<file path="src/rtl/core/sssp_pkg.sv">
// ----------------------------------------------------------------------------
// Shortest path package
// Field widths, the no-edge marker and the command and status bundles that
// pass between the controller and the datapath.
// ----------------------------------------------------------------------------
package sssp_pkg;

  localparam int unsigned NodeW    = 5;
  localparam int unsigned WeightW  = 14;
  localparam int unsigned DistOutW = 18;

  localparam logic [WeightW-1:0] NoEdge = 14'd10000;

  localparam logic CfgNodeCount = 1'b0;
  localparam logic CfgStartNode = 1'b1;

  typedef struct packed {
    logic clear;
    logic load;
    logic init;
    logic relax;
    logic commit;
    logic emit_init;
    logic emit_next;
    logic emit_load;
  } sssp_cmd_t;

  typedef struct packed {
    logic clr_done;
    logic last_acc;
    logic round_done;
    logic found;
    logic at_src;
    logic at_last;
    logic out_free;
  } sssp_sts_t;

endpackage

</file>
<file path="src/rtl/core/sssp_ctrl.sv">
// ----------------------------------------------------------------------------
// Shortest path controller
// Sequences the matrix clear, edge loading, relaxation rounds and the
// emission of results.
// ----------------------------------------------------------------------------
module sssp_ctrl (
  input  logic                clk_i,
  input  logic                rst_ni,
  input  sssp_pkg::sssp_sts_t sts_i,
  output sssp_pkg::sssp_cmd_t cmd_o
);
  import sssp_pkg::*;

  typedef enum logic [2:0] {
    StClear,
    StLoad,
    StInit,
    StRound,
    StSelect,
    StEmitRd,
    StEmitLd
  } state_e;

  state_e state_q, state_d;

  always_comb begin
    state_d = state_q;
    cmd_o   = '0;
    case (state_q)
      StClear: begin
        cmd_o.clear = 1'b1;
        if (sts_i.clr_done) begin
          state_d = StLoad;
        end
      end
      StLoad: begin
        cmd_o.load = 1'b1;
        if (sts_i.last_acc) begin
          state_d = StInit;
        end
      end
      StInit: begin
        cmd_o.init = 1'b1;
        state_d    = StRound;
      end
      StRound: begin
        cmd_o.relax = 1'b1;
        if (sts_i.round_done) begin
          state_d = StSelect;
        end
      end
      StSelect: begin
        if (sts_i.found) begin
          cmd_o.commit = 1'b1;
          state_d      = StRound;
        end else begin
          cmd_o.emit_init = 1'b1;
          state_d         = StEmitRd;
        end
      end
      StEmitRd: begin
        if (sts_i.at_src) begin
          if (sts_i.at_last) begin
            state_d = StClear;
          end else begin
            cmd_o.emit_next = 1'b1;
          end
        end else begin
          state_d = StEmitLd;
        end
      end
      StEmitLd: begin
        if (sts_i.out_free) begin
          cmd_o.emit_load = 1'b1;
          if (sts_i.at_last) begin
            state_d = StClear;
          end else begin
            cmd_o.emit_next = 1'b1;
            state_d         = StEmitRd;
          end
        end
      end
      default: begin
        state_d = StClear;
      end
    endcase
  end

  always_ff @(posedge clk_i or negedge rst_ni) begin
    if (!rst_ni) begin
      state_q <= StClear;
    end else begin
      state_q <= state_d;
    end
  end

endmodule

</file>
<file path="config.mk">
export PLATFORM = sky130hd
export DESIGN_NAME = sssp_ctrl
export DESIGN_NICKNAME = d
export VERILOG_FILES = /design/src/rtl/core/sssp_pkg.sv /design/src/rtl/core/sssp_ctrl.sv
export SDC_FILE = /design/constraint.sdc
export NUM_CORES = 1
export LEC_CHECK = 0
export ABC_AREA = 1
export BUFFER_PORTS_ARGS = -buffer_cell sky130_fd_sc_hd__buf_2
export CAP_MARGIN = 20
export CORE_AREA = 2 2 39 41
export CTS_BUF_LIST = sky130_fd_sc_hd__clkbuf_8
export DETAILED_ROUTE_END_ITERATION = 10
export DIE_AREA = 0 0 41 43
export PLACE_DENSITY_LB_ADDON = 0.25
export SYNTH_ARGS = -nofsm -noshare
export SYNTH_HDL_FRONTEND = slang
export SYNTH_SLANG_ARGS = --single-unit
</file>
<file path="constraint.sdc">
create_clock -name clk_i -period 3.35 [get_ports clk_i]
set_input_delay 0.335 -clock clk_i [delete_from_list [all_inputs] [get_ports clk_i]]
set_output_delay 0.335 -clock clk_i [all_outputs]
set_load 0.02 [all_outputs]
</file>
-- Word-level counts from Yosys, hierarchy flattened
Index checks and enable logic that the tools add are counted.
- add/sub/neg operators: 0
- $mul: 0
- div/mod/pow operators: 0
- $lt $le $gt $ge: 0
- eq/ne operators: 11
- shifts and indexed selects: 0
- multiplexer cells: 21
- bitwise logic cells: 0
- reductions and logical operators: 2
- operators by type and width (cell ; number):
    $mux 3 ; 8
    $pmux 3 s7 ; 1
    $eq 3x3->1 const B ; 3
    $mux 1 ; 9
    $ne 2x2->1 const B ; 4
    $eq 3x2->1 const B ; 2
    $reduce_and 5->1 ; 1
    $mux 2 ; 2
    $eq 3x1->1 const B ; 1
    $logic_not 3->1 ; 1
    $ne 3x3->1 const B ; 1
    $pmux 1 s2 ; 1
- register bits: 3
- latch bits: 0
- bits in writable memories: 0
- bits in read-only memories: 0
- bits of input ports: 9
- output and inout bits: 8
- word-level logic and storage cells: 35
- memories kept: 0

-- Longest topological paths before layout
- depth in word-level cells: 3
- depth in mapped cells: 9
- gate-level depth less buffers: 8

-- Least setup slack after synthesis
No wires, ideal clock.
- kind: flip-flop to output port
- start: reg state_q[0]
- end: out cmd_o[1] in the netlist's numbering
- arrival: 1.377 ns
- data required time: 3.015 ns
- slack: 1.638 ns
- cell stages (with the launch flop): 5
- buffers on the path: 1
- cells stage by stage: dfrtp_1 -> buf_6 -> nor3_1 -> nand2_1 -> nand2_1
- RTL lines (element ; RTL line ; source):
    start, declared ; sssp_ctrl.sv:24 ; state_e state_q, state_d;
    start signal, assigned ; sssp_ctrl.sv:91 ; state_q <= StClear;
    start signal, assigned ; sssp_ctrl.sv:93 ; state_q <= state_d;
    end, declared ; sssp_ctrl.sv:10 ; output sssp_pkg::sssp_cmd_t cmd_o

==> flow_summary.ini <==
[outcome]
outcome = completed

[worst_setup_path]
r2r_cells = 8
critPathLaunchType = register
setup.worst_path.start = state_q[1]
required_ns = 3.01
worst_ep_arrival_time_ns = 1.42
r2r_start = state_q[0]
reg2reg_setup_slack_ns = 1.99
r2r-end = state_q[1]
worstPathMaxFanout = 10
cp-end-kind = output port
crit_type = register to output port

[cells_and_area]
final_nets = 94
mostFrequentLayoutCells = nand2_1, buf_2, inv_1, nand3_1, nand2_2
areaGrowthSynthToFinish_pct = 30.5
max_flop_register = state_q
largest_register_ffs = 3
drive_gt1_frac = 0.417
fin_area_um2 = 536
final_core_utilization = 0.387
antenna_cells = 0
reg_top3 = state_q (3)

[yosys]
yosys.area.top_type = dfrtp_1
synthesis.nets = 75
yosys.area.top_type_share = 0.183
yosysUniqueCellTypes = 17
seq_area_frac_synth = 0.183
yosys_warnings = 0
avgSynthCellArea_um2 = 6.22
netlist_area_um2 = 410
ys_ff_latch = 3
yosys-top-cells-area = dfrtp_1, nand2_1, inv_1, nor2_4, nand2_2
synth_cells = 66

[sta]
fmax_mhz = 569
fin_crit_sh = 0.525
relSlewSlack = 0.707
rsz0062_at_grt = no
finalSetupViolations = 0
finalClockSkew_ns = 0.00138
period_needed_ns = 1.76
tightest_slew_ns = 0.440
hold_viol = 0
fin_setup_tns_ns = 0
fin_ws_ns = 1.59
slew_violations = 0

[drt]
via_count = 418
drc_errors = 0
drt_pass1_iterations = 3
finalWirelength_um = 833
via_per_inst = 4.18
ant_nets = 0
drt_iter0_markers = 4
routedWlPerCell_um = 8.33

[grt]
gr-total-overflow = 0
grt_pass1_wl_um = 1470
grt_max_degree = 13
antenna_found_initial = 0
grt.total_usage = 0.121
grt_pass1_vias = 385

[cts]
cts_tree = built
cts_setup_buffers = 0
cts_buffer_depth = 2
cts_inserted_buffers = 3
clock_latency_ns = 0.21
cts_max_level = 1
clk_pin_slew_ns = 0.03
cts.sinks = 3
cts_root_buf = clkbuf_8

[placement]
dp_slack_ns = 1.79
port_buffers = 16
place.gp.congestion = 0.731
dpl_cell_area_um2 = 480
dpl.hpwl_um = 663

[power_and_ir_drop]
pwr-share-clk = 0.218
p_int_mw = 0.226
power_density_mw_per_mm2 = 866
power_frac_comb = 0.541
finalPower_mw = 0.464
ir_worst_vdd_mv = 0.294
switching_share = 0.512
p_switching_mw = 0.237
power_frac_seq = 0.240
leakage_nw = 0.347

[die]
rows = 14
num_io_pins = 17
start_util = 0.297
fp.dieArea_mm2 = 0.00176
die-height_um = 43
fp.dieW_um = 41
core_mm2 = 0.00138

[hold_path]
hold_path_class = input pin to async pin

[run]
maxCapViolations = 0
[per-stage QoR]
stage	std cells	hold slack, ns
2_1_floorplan	66	0.0394
3_3_place_gp	95	0.132
3_5_place_dp	95	0.132
4_1_cts	100	0.444
5_1_grt	100	0.455
6_report	100	0.446
[timing repair]
item                                   CTS  global route
resized for setup                        0             0
hold buffers                             1             0
endpoints found under the hold margin    3             0
[worst max path at each step]
stage                     cells after the start  slack [ns]  endpoint
after CTS                                     5        1.56  cmd_o[1]
after global routing                          5        1.48  cmd_o[1]
final                                         5        1.59  cmd_o[1]
after global placement                        5        1.79  cmd_o[1]
after detailed placement                      5        1.79  cmd_o[1]
after floorplan                               4        1.64  cmd_o[1]
[worst max-delay path, cell delays in order (launching register included)]
cell,delay [ns]
dfrtp_1,0.59
nand2_2,0.15
nor3_1,0.20
nand2_1,0.07
nand2_1,0.05
buf_2,0.15
[synth_stat cells, drive strengths merged]
master / number
buf: 3
dfrtp: 3
inv: 16
nand2: 21
nand3: 8
nand3b: 1
nand4: 1
nor2: 8
nor3: 3
o21ai: 2
[power by group through the flow]
stage               clock (mW)  combinational [mW]  sequential [mW]
global route             0.108               0.281            0.116
detailed placement           0               0.253            0.113
global placement             0               0.253            0.112
finish                   0.101               0.251            0.111
CTS                      0.103               0.256            0.113
floorplan                    0               0.269           0.0629
[metal layers]
metal	GRT usage	vias up	routed length [um]
li1	-	231	-
met1	0.159	175	386
met2	0.175	10	391
met3	0.0314	2	39
met4	0.0600	0	16
met5	0	-	0
[cell families (layout without fill, tap and decap cells)]
group	Yosys count	after routing	share of synthesized area
simple gates	42	42	0.573
buf+inv	19	37	0.220
flops	3	3	0.183
compound gates	2	2	0.0244
[area by class of cell]
type | count | area, um2
clock buffer | 3 | 41.3
clock inverter | 1 | 3.75
fill | 161 | 848
inverter | 16 | 60.1
multi-input combinational | 44 | 245
sequential | 3 | 75.1
tap | 16 | 20.0
timing repair buffer | 17 | 90.1
(Power assumes the default switching activity.)
